## config.mk

```make
export PLATFORM = sky130hd
export DESIGN_NAME = texture_coord_address_mode
export DESIGN_NICKNAME = d
export VERILOG_FILES = /design/src/rtl/tcam_pkg.sv /design/src/rtl/texture_coord_address_mode.sv /design/src/rtl/tcam_axis.sv
export SDC_FILE = /design/constraint.sdc
export NUM_CORES = 2
export LEC_CHECK = 0
export BUFFER_PORTS_ARGS = -buffer_cell sky130_fd_sc_hd__buf_2
export CORE_AREA = 2 2 299 419
export DETAILED_ROUTE_END_ITERATION = 8
export DIE_AREA = 0 0 301 421
export PLACE_DENSITY_LB_ADDON = 0.05
export SLEW_MARGIN = 20
export SYNTH_ARGS = -nofsm -noshare
export SYNTH_HDL_FRONTEND = slang
export SYNTH_SLANG_ARGS = --single-unit
```

## constraint.sdc

```tcl
create_clock -name clk -period 9.3 [get_ports clk]
set_input_delay 0.93 -clock clk [delete_from_list [all_inputs] [get_ports clk]]
set_output_delay 0.93 -clock clk [all_outputs]
set_load 0.01 [all_outputs]
```

## src/rtl/tcam_pkg.sv

```systemverilog
// Shared types, constants and helpers of the texture coordinate addressing block.
`default_nettype none

package tcam_pkg;

  // Largest texture side in texels and width of a signed coordinate.
  localparam int MAX_DIM     = 4096;
  localparam int COORD_BITS  = 21;

  // Field widths fixed by the interface.
  localparam int CFG_BITS    = 13;
  localparam int UV_BITS     = 12;
  localparam int IDX_BITS    = 24;

  // Effective size needs to hold MAX_DIM; a resolved position holds MAX_DIM-1.
  localparam int DIM_BITS    = $clog2(MAX_DIM + 1);
  localparam int RES_BITS    = $clog2(MAX_DIM);
  localparam int PART_BITS   = RES_BITS + 1;
  localparam int WIDE_BITS   = COORD_BITS + DIM_BITS;
  localparam int PROD_BITS   = RES_BITS + DIM_BITS;

  // Divider pipeline: one quotient bit per step, a few steps per stage.
  localparam int DIV_STEPS     = COORD_BITS;
  localparam int STEPS_PER_STG = 3;
  localparam int DIV_STG       = (DIV_STEPS + STEPS_PER_STG - 1) / STEPS_PER_STG;

  // Axis pipeline: input stage, divider stages, floor-mod stage, mode select stage.
  localparam int AX_STG  = DIV_STG + 3;
  // Whole block: axis stages, index multiply stage, output stage.
  localparam int TOT_STG = AX_STG + 2;

  // Reset value of both size registers.
  localparam logic [CFG_BITS-1:0] CFG_RESET = CFG_BITS'(256);

  // Configuration register indexes.
  localparam int CFG_IDX_BITS = 1;
  localparam logic [CFG_IDX_BITS-1:0] REG_TEX_WIDTH  = 1'b0;
  localparam logic [CFG_IDX_BITS-1:0] REG_TEX_HEIGHT = 1'b1;

  // Address mode codes; code three decodes as clamp.
  typedef logic [1:0] mode_t;
  localparam mode_t MODE_WRAP   = 2'd0;
  localparam mode_t MODE_MIRROR = 2'd1;
  localparam mode_t MODE_CLAMP  = 2'd2;

  // Per-stage load enables handed to each axis pipeline.
  typedef struct packed {
    logic [AX_STG-1:0] load;
  } tcam_ctl_t;

  // Size used for addressing: zero acts as one, anything above MAX_DIM as MAX_DIM.
  function automatic logic [DIM_BITS-1:0] eff_size(input logic [CFG_BITS-1:0] r);
    logic [DIM_BITS-1:0] s;
    if (r == '0) begin
      s = DIM_BITS'(1);
    end else if (WIDE_BITS'(r) > WIDE_BITS'(MAX_DIM)) begin
      s = DIM_BITS'(MAX_DIM);
    end else begin
      s = DIM_BITS'(r);
    end
    return s;
  endfunction

endpackage

`default_nettype wire

```

## src/rtl/texture_coord_address_mode.sv

```systemverilog
// Top level of the texture coordinate addresser: handshakes, size registers, index.
//
//   channel  direction  handshake          payload
//   in       request    in_valid/in_stall  coord_u, coord_v, address_mode
//   out      result     out_valid/out_stall texel_u, texel_v, texel_index
//   cfg      write      cfg_valid/cfg_ready cfg_index, cfg_data
//
// A request passes TOT_STG register stages (12 at the default sizes): one input
// stage, seven divider stages of three quotient bits, floor-mod, mode select, index
// multiply and output stage. While in_stall is low, one request is taken every cycle.
// Reset clears all valid bits and loads 256 into both size registers.
// A stall at the output only holds the stages that are full; empty stages keep
// filling, so in_stall rises only when every stage holds a request.
`default_nettype none

module texture_coord_address_mode (
  input  logic                                   clk,
  input  logic                                   rst,
  input  logic                                   in_valid,
  output logic                                   in_stall,
  input  logic signed [tcam_pkg::COORD_BITS-1:0] coord_u,
  input  logic signed [tcam_pkg::COORD_BITS-1:0] coord_v,
  input  tcam_pkg::mode_t                        address_mode,
  output logic                                   out_valid,
  input  logic                                   out_stall,
  output logic [tcam_pkg::UV_BITS-1:0]           texel_u,
  output logic [tcam_pkg::UV_BITS-1:0]           texel_v,
  output logic [tcam_pkg::IDX_BITS-1:0]          texel_index,
  input  logic                                   cfg_valid,
  output logic                                   cfg_ready,
  input  logic [tcam_pkg::CFG_IDX_BITS-1:0]      cfg_index,
  input  logic [tcam_pkg::CFG_BITS-1:0]          cfg_data
);
  import tcam_pkg::*;

  logic [CFG_BITS-1:0]  tex_width;
  logic [CFG_BITS-1:0]  tex_height;
  logic [DIM_BITS-1:0]  w_eff;
  logic [DIM_BITS-1:0]  h_eff;

  logic [TOT_STG-1:0]   vld;
  logic [TOT_STG-1:0]   vld_next;
  logic [TOT_STG-1:0]   ok;
  tcam_ctl_t            ctl;

  logic [RES_BITS-1:0]  ru;
  logic [RES_BITS-1:0]  rv;
  logic [RES_BITS-1:0]  ru_m;
  logic [RES_BITS-1:0]  rv_m;
  logic [PROD_BITS-1:0] prod;

  // Size registers; the user must write them only while the block is idle; the block does not enforce it.
  assign cfg_ready = 1'b1;

  always_ff @(posedge clk) begin
    if (rst) begin
      tex_width  <= CFG_RESET;
      tex_height <= CFG_RESET;
    end else if (cfg_valid && cfg_ready) begin
      unique case (cfg_index)
        REG_TEX_WIDTH:  tex_width  <= cfg_data;
        REG_TEX_HEIGHT: tex_height <= cfg_data;
        default: ;
      endcase
    end
  end

  assign w_eff = eff_size(tex_width);
  assign h_eff = eff_size(tex_height);

  // A stage may load when it is empty or when the stage after it moves on.
  always_comb begin
    ok[TOT_STG-1] = !vld[TOT_STG-1] || !out_stall;
    for (int i = TOT_STG - 2; i >= 0; i--) begin
      ok[i] = !vld[i] || ok[i+1];
    end
  end

  assign in_stall = !ok[0];
  assign ctl.load = ok[AX_STG-1:0];
  assign vld_next = {vld[TOT_STG-2:0], in_valid};

  // Valid bits travel with the data.
  always_ff @(posedge clk) begin
    if (rst) begin
      vld <= '0;
    end else begin
      for (int i = 0; i < TOT_STG; i++) begin
        if (ok[i]) begin
          vld[i] <= vld_next[i];
        end
      end
    end
  end

  // The two axis pipelines.
  tcam_axis u_axis_u (
    .clk     (clk),
    .ctl     (ctl),
    .coord   (coord_u),
    .mode_in (address_mode),
    .size    (w_eff),
    .res     (ru)
  );

  tcam_axis u_axis_v (
    .clk     (clk),
    .ctl     (ctl),
    .coord   (coord_v),
    .mode_in (address_mode),
    .size    (h_eff),
    .res     (rv)
  );

  // Row times width.
  always_ff @(posedge clk) begin
    if (ok[AX_STG]) begin
      prod <= PROD_BITS'(rv) * PROD_BITS'(w_eff);
      ru_m <= ru;
      rv_m <= rv;
    end
  end

  // Output register: add the column and present the result.
  always_ff @(posedge clk) begin
    if (ok[TOT_STG-1]) begin
      texel_index <= IDX_BITS'(prod + PROD_BITS'(ru_m));
      texel_u     <= UV_BITS'(ru_m);
      texel_v     <= UV_BITS'(rv_m);
    end
  end

  assign out_valid = vld[TOT_STG-1];

  // The resolved column and row stay inside the configured texture.
  a_u_in_range: assert property (@(posedge clk) disable iff (rst)
    out_valid |-> (WIDE_BITS'(texel_u) < WIDE_BITS'(w_eff)))
    else $error("texel_u outside the texture width");

  a_v_in_range: assert property (@(posedge clk) disable iff (rst)
    out_valid |-> (WIDE_BITS'(texel_v) < WIDE_BITS'(h_eff)))
    else $error("texel_v outside the texture height");

  // Input backpressure only when every stage is occupied.
  a_stall_full: assert property (@(posedge clk) disable iff (rst)
    in_stall |-> (&vld))
    else $error("input stalled with an empty stage");

  // An accepted request always lands in the input stage.
  a_accept_lands: assert property (@(posedge clk) disable iff (rst)
    (in_valid && !in_stall) |=> vld[0])
    else $error("accepted request lost at the input stage");

endmodule

`default_nettype wire

```

## src/rtl/tcam_axis.sv

```systemverilog
// One axis of the addresser: pipelined divider, floor modulo and mode selection.
`default_nettype none

module tcam_axis (
  input  logic                               clk,
  input  tcam_pkg::tcam_ctl_t                ctl,
  input  logic signed [tcam_pkg::COORD_BITS-1:0] coord,
  input  tcam_pkg::mode_t                    mode_in,
  input  logic [tcam_pkg::DIM_BITS-1:0]      size,
  output logic [tcam_pkg::RES_BITS-1:0]      res
);
  import tcam_pkg::*;

  localparam int NC  = DIV_STG + 2;
  localparam int FM  = DIV_STG + 1;
  localparam int SEL = DIV_STG + 2;

  // Values that ride along with the divider.
  logic                  neg  [NC];
  mode_t                 mode [NC];
  logic [COORD_BITS-1:0] cmag [NC];

  // Divider state: remainder, dividend bits not yet consumed, last quotient bit.
  logic [RES_BITS-1:0]   rem  [DIV_STG+1];
  logic [COORD_BITS-1:0] sh   [DIV_STG+1];
  logic                  qb   [DIV_STG+1];

  logic [COORD_BITS-1:0] mag_in;
  logic [RES_BITS-1:0]   fmod;
  logic [RES_BITS-1:0]   fmod_next;
  logic [RES_BITS-1:0]   res_next;
  logic                  qodd;

  // Magnitude of the coordinate; the most negative value maps to its unsigned magnitude.
  assign mag_in = coord[COORD_BITS-1] ? (~coord + 1'b1) : coord;

  // Input stage.
  always_ff @(posedge clk) begin
    if (ctl.load[0]) begin
      neg[0]  <= coord[COORD_BITS-1];
      mode[0] <= mode_in;
      cmag[0] <= mag_in;
      sh[0]   <= mag_in;
      rem[0]  <= '0;
      qb[0]   <= 1'b0;
    end
  end

  // Restoring divider, a few quotient bits per stage.
  for (genvar k = 1; k <= DIV_STG; k++) begin : g_div
    logic [RES_BITS-1:0]   rem_next;
    logic [COORD_BITS-1:0] sh_next;
    logic                  qb_next;
    logic [PART_BITS-1:0]  part;

    always_comb begin
      rem_next = rem[k-1];
      sh_next  = sh[k-1];
      qb_next  = qb[k-1];
      part     = '0;
      for (int j = 0; j < STEPS_PER_STG; j++) begin
        if ((k - 1) * STEPS_PER_STG + j < DIV_STEPS) begin
          part    = {rem_next, sh_next[COORD_BITS-1]};
          sh_next = {sh_next[COORD_BITS-2:0], 1'b0};
          if (part >= PART_BITS'(size)) begin
            rem_next = RES_BITS'(part - PART_BITS'(size));
            qb_next  = 1'b1;
          end else begin
            rem_next = RES_BITS'(part);
            qb_next  = 1'b0;
          end
        end
      end
    end

    always_ff @(posedge clk) begin
      if (ctl.load[k]) begin
        rem[k]  <= rem_next;
        sh[k]   <= sh_next;
        qb[k]   <= qb_next;
        neg[k]  <= neg[k-1];
        mode[k] <= mode[k-1];
        cmag[k] <= cmag[k-1];
      end
    end
  end

  // Floor modulo from the truncated remainder: a negative coordinate with
  // a nonzero remainder folds back from the size.
  assign fmod_next = (neg[DIV_STG] && (rem[DIV_STG] != '0))
                   ? RES_BITS'(size - DIM_BITS'(rem[DIV_STG]))
                   : rem[DIV_STG];

  always_ff @(posedge clk) begin
    if (ctl.load[FM]) begin
      fmod     <= fmod_next;
      qodd     <= qb[DIV_STG];
      neg[FM]  <= neg[DIV_STG];
      mode[FM] <= mode[DIV_STG];
      cmag[FM] <= cmag[DIV_STG];
    end
  end

  // Mode selection. Mirror reflects when the truncated quotient is odd.
  always_comb begin
    unique case (mode[FM])
      MODE_WRAP: begin
        res_next = fmod;
      end
      MODE_MIRROR: begin
        res_next = qodd ? RES_BITS'(size - DIM_BITS'(1) - DIM_BITS'(fmod)) : fmod;
      end
      default: begin
        if (neg[FM]) begin
          res_next = '0;
        end else if (WIDE_BITS'(cmag[FM]) >= WIDE_BITS'(size)) begin
          res_next = RES_BITS'(size - DIM_BITS'(1));
        end else begin
          res_next = RES_BITS'(cmag[FM]);
        end
      end
    endcase
  end

  always_ff @(posedge clk) begin
    if (ctl.load[SEL]) begin
      res <= res_next;
    end
  end

endmodule

`default_nettype wire

```

==> results.txt <==
The cell family with the largest share of critical-path delay is compound AO/OA/AOI/OAI gates. The final weighted congestion in routability-driven placement is 0.896. The worst pin sits at a relative slew slack of 0.256. In the final routed layout, each cell accounts on average for roughly 21 um. After the first detailed-routing iteration, the DRC count stood at roughly 2500. In this run the remaining antenna-violating nets after routing total 0. The die height is between 400 and 500 um. The number of nets in the synthesized netlist is slightly below 7000.

The synthesized area per cell came out at between 10 and 15 um2. The largest fanout on the critical path is 14. The number of buffers created by CTS came out at 84. Timing would allow up to between 0.1 and 0.15 GHz. The die outline area came out at between 100000 and 150000 um2. STA classifies the critical path endpoint as a register. The flow ran to the end, and the final reports show no timing, DRC or antenna violations. The total overflow left after global routing is 0. The via count of the first global-routing pass is about 45000.

The initial antenna violation count is 2. The count of port buffers added during placement is ~110. The clock reaches the later pin of the worst-skew pair after 0.70 ns. Of the available clock period, the critical path in the final layout requires 0.918. The number of standard cells after synthesis came out at ~5900. Synthesis inferred approximately 770 register bits. The data required time at the worst endpoint came out at between 9 and 10 ns. The half-perimeter wire length of the detailed placement result is 125 mm. The first global-routing pass estimated between 200 and 300 mm of wire. The via count normalized by instance count is 5.82. The floorplan has around 150 rows. The cts-stage hold buffer count is 0. At the worst endpoint, the arrival time is 8.98 ns. The warning count from the yosys run came out at 0. The final-layout setup total negative slack is 0 ns. The final critical path time including I/O delays and setup came out at between 8 and 9 ns.

The number of synthesized flops with an enable pin came out at 730. The width of the die came out at between 300 and 400 um. The number of levels the H-tree was split into came out at 3. The post-route clock skew is between 0.03 and 0.04 ns. For this run, the leading register cell type out of synthesis is sky130_fd_sc_hd__edfxtp_1. TritonCTS built the clock tree.

The global routing usage summed across all routing layers is 0.257. The number of max-capacitance violations reported is 0. The tightest min-delay check is of the reg -> reg type.

The number of iterations in the first detailed-routing pass is 6. The cell area after synthesis came out at slightly above 60000 um2. Yosys mapped the design onto 92 distinct sky130hd cell types. Compared with the post-synthesis result, the final layout area differs by 9.55%. The buffer cell driving the clock tree root is sky130_fd_sc_hd__clkbuf_16. The effective utilization at floorplan came out at 0.495.

The longest individual stage delay on the worst path is 0.54 ns. Of the cells placed in the final design, the portion with a size suffix greater than 1 is 0.127. For the pin with the worst max-slew slack, the measured transition is around 1.1 ns.

The number of pins exceeding their max-slew limit in the final report is 0. The worst setup path is launched from a register. The total setup violations reported at the end of the flow came out at 0. The total area inside the core boundary comes to approximately 120000 um2. The number of remaining DRC errors came out at 0.

After the last flow step, the layout net total stands at 6980. Setup repair after global routing left no endpoint under its margin. Among all stages on the critical path, the largest delay is contributed by sky130_fd_sc_hd__a211o_1. The I/O pin count is about 110. The async set-reset flop share out of synthesis is 0. The setup path with the least slack is of type reg -> reg. Entering global routing, the biggest net connects 66 pins. The total wirelength of the detailed-routed design came out at approximately 160 mm. Of the synthesized area, sequential elements account for 0.371.

The maximum count of clock buffers along a single path is 3. The final hold violation count came out at 0. The number of buffers and inverters on the critical path came out at 3.

The clock slew seen by the registers of the worst setup and hold paths came out at 0.06 ns. The clock net in this run drives a total of 768 sinks. The overall via count from detail_route came out at about 45000.
## cells in the final DEF, fill, tap and decap left out, types with 43 or more instances in the layout
cell type,count
sky130_fd_sc_hd__edfxtp_1,730
sky130_fd_sc_hd__ha_1,670
sky130_fd_sc_hd__nand2_1,429
sky130_fd_sc_hd__inv_1,411
sky130_fd_sc_hd__nor2_1,376
sky130_fd_sc_hd__a21oi_1,374
sky130_fd_sc_hd__mux2_2,329
sky130_fd_sc_hd__xnor2_1,313
sky130_fd_sc_hd__o21ai_0,255
sky130_fd_sc_hd__fa_1,154
sky130_fd_sc_hd__xor2_1,130
sky130_fd_sc_hd__nor3_1,124
sky130_fd_sc_hd__o21a_1,121
sky130_fd_sc_hd__a21o_1,113
sky130_fd_sc_hd__buf_2,112
sky130_fd_sc_hd__buf_4,106
sky130_fd_sc_hd__nand3_1,102
sky130_fd_sc_hd__clkbuf_16,92
sky130_fd_sc_hd__nor2b_1,91
sky130_fd_sc_hd__mux2i_1,86
sky130_fd_sc_hd__nand2b_1,73
sky130_fd_sc_hd__nand4_1,73
sky130_fd_sc_hd__and2_1,65
sky130_fd_sc_hd__or3_1,53
sky130_fd_sc_hd__a211oi_1,46
sky130_fd_sc_hd__o31ai_1,43
## metrics by stage
step | setup slack [ns] | cell area (um2) | hold slack (ns) | instances | util
after floorplan | 0.447 | 61100 | 0.400 | 5903 | -
after global placement | 0.595 | 64100 | 0.401 | 7631 | 0.519
after detailed placement | 0.556 | 64100 | 0.405 | 7631 | 0.519
after CTS | 0.498 | 66900 | 0.364 | 7788 | 0.542
after global routing | 0.173 | 67000 | 0.404 | 7791 | 0.542
final | 0.763 | 67000 | 0.390 | 7792 | 0.542
## per-layer routing
layer,wire length (um),up-vias,track usage
met1,68700,22000,0.322
met5,0,-,0
li1,-,22200,-
met2,82300,890,0.456
met3,6000,249,0.0236
met4,5650,0,0.0934
## layout make-up
| type | count | area (um2) |
|---|---|---|
| diodes | 1 | 2.50 |
| well taps | 1627 | 2040 |
| repair buffers | 221 | 1420 |
| clock inverters | 43 | 395 |
| flip-flops and latches | 768 | 22700 |
| multi-input cells | 4598 | 36400 |
| fillers | 10900 | 56500 |
| clock buffers | 114 | 2410 |
| inverters | 420 | 1580 |
## flip-flops by register name, indices dropped and copies added (netlist names), 6 cells and up
signal / flops
ru_m: 12
texel_v: 12
u_axis_u.res: 12
u_axis_v.cmag: 168
tex_width: 13
u_axis_u.mode: 12
u_axis_v.res: 12
vld: 12
u_axis_u.neg: 9
texel_index: 24
u_axis_v.rem: 84
u_axis_u.cmag: 168
u_axis_v.neg: 9
u_axis_v.mode: 6
u_axis_u.rem: 84
u_axis_u.sh: 21
rv_m: 12
u_axis_u.fmod: 12
tex_height: 13
prod: 24
u_axis_v.sh: 21
texel_u: 12
u_axis_v.fmod: 12
## Yosys cell counts, drive strengths merged, types with 42 or more instances
master,number,share of area
edfxtp,730,0.36
xor2,130,0.019
inv,418,0.026
mux2i,86,0.014
o31a,42,0.0060
o21ai,274,0.023
nand2,433,0.027
fa,154,0.050
and2,65,0.0067
a21oi,378,0.031
nand2b,74,0.0076
mux2,336,0.062
xnor2,313,0.045
a211oi,47,0.0059
o21a,122,0.015
nor2b,93,0.0096
nand3,105,0.0086
nand4,73,0.0075
buf,44,0.0040
ha,670,0.14
nor2,377,0.023
or3,53,0.0054
nor3,125,0.010
clkbuf,73,0.0045
o31ai,45,0.0056
a21o,113,0.014
## worst paths after layout
| check | from | to | slack (ns) | depth (start not counted) |
|---|---|---|---|---|
| setup / recovery | tex_height[7] | u_axis_v.rem[1][41] | 0.76 | 31 |
| hold / removal | u_axis_u.cmag[0][104] | u_axis_u.cmag[0][125] | 0.39 | 0 |
| setup reg to reg | tex_height[7] | u_axis_v.rem[1][41] | 0.76 | 31 |
| hold reg to reg | u_axis_u.cmag[0][104] | u_axis_u.cmag[0][125] | 0.39 | 0 |
## worst reg2reg max path: cells and delay by family, from the launching register on
kind | cells | cell delay [ns]
buffers and inverters | 3 | 0.68
AO/OA/AOI/OAI | 15 | 3.86
multiplexers | 3 | 1.11
flip-flops | 1 | 0.36
adder cells (fa/ha/maj) | 3 | 0.86
AND/OR/NAND/NOR | 7 | 1.40
## logic make-up (layout without fill, tap and decap cells)
family,Yosys count,in the layout,synth area share
fa+ha+maj,824,824,0.188
flops,768,768,0.371
xor+xnor,443,443,0.0635
mux,422,422,0.0762
buf+inv,537,798,0.0342
compound gates,1338,1338,0.143
other cells,1,2,0.0000614
simple gates,1570,1570,0.125
## what timing repair did
| action | CTS | global route |
|---|---|---|
| setup buffers | 0 | 3 |
| endpoints found under the setup margin | 0 | 31 |
| resized for setup | 0 | 2 |
Power is left out: the tool's default activity adds up to more than one toggle a clock period on the data nets, which glitch-free logic cannot reach.
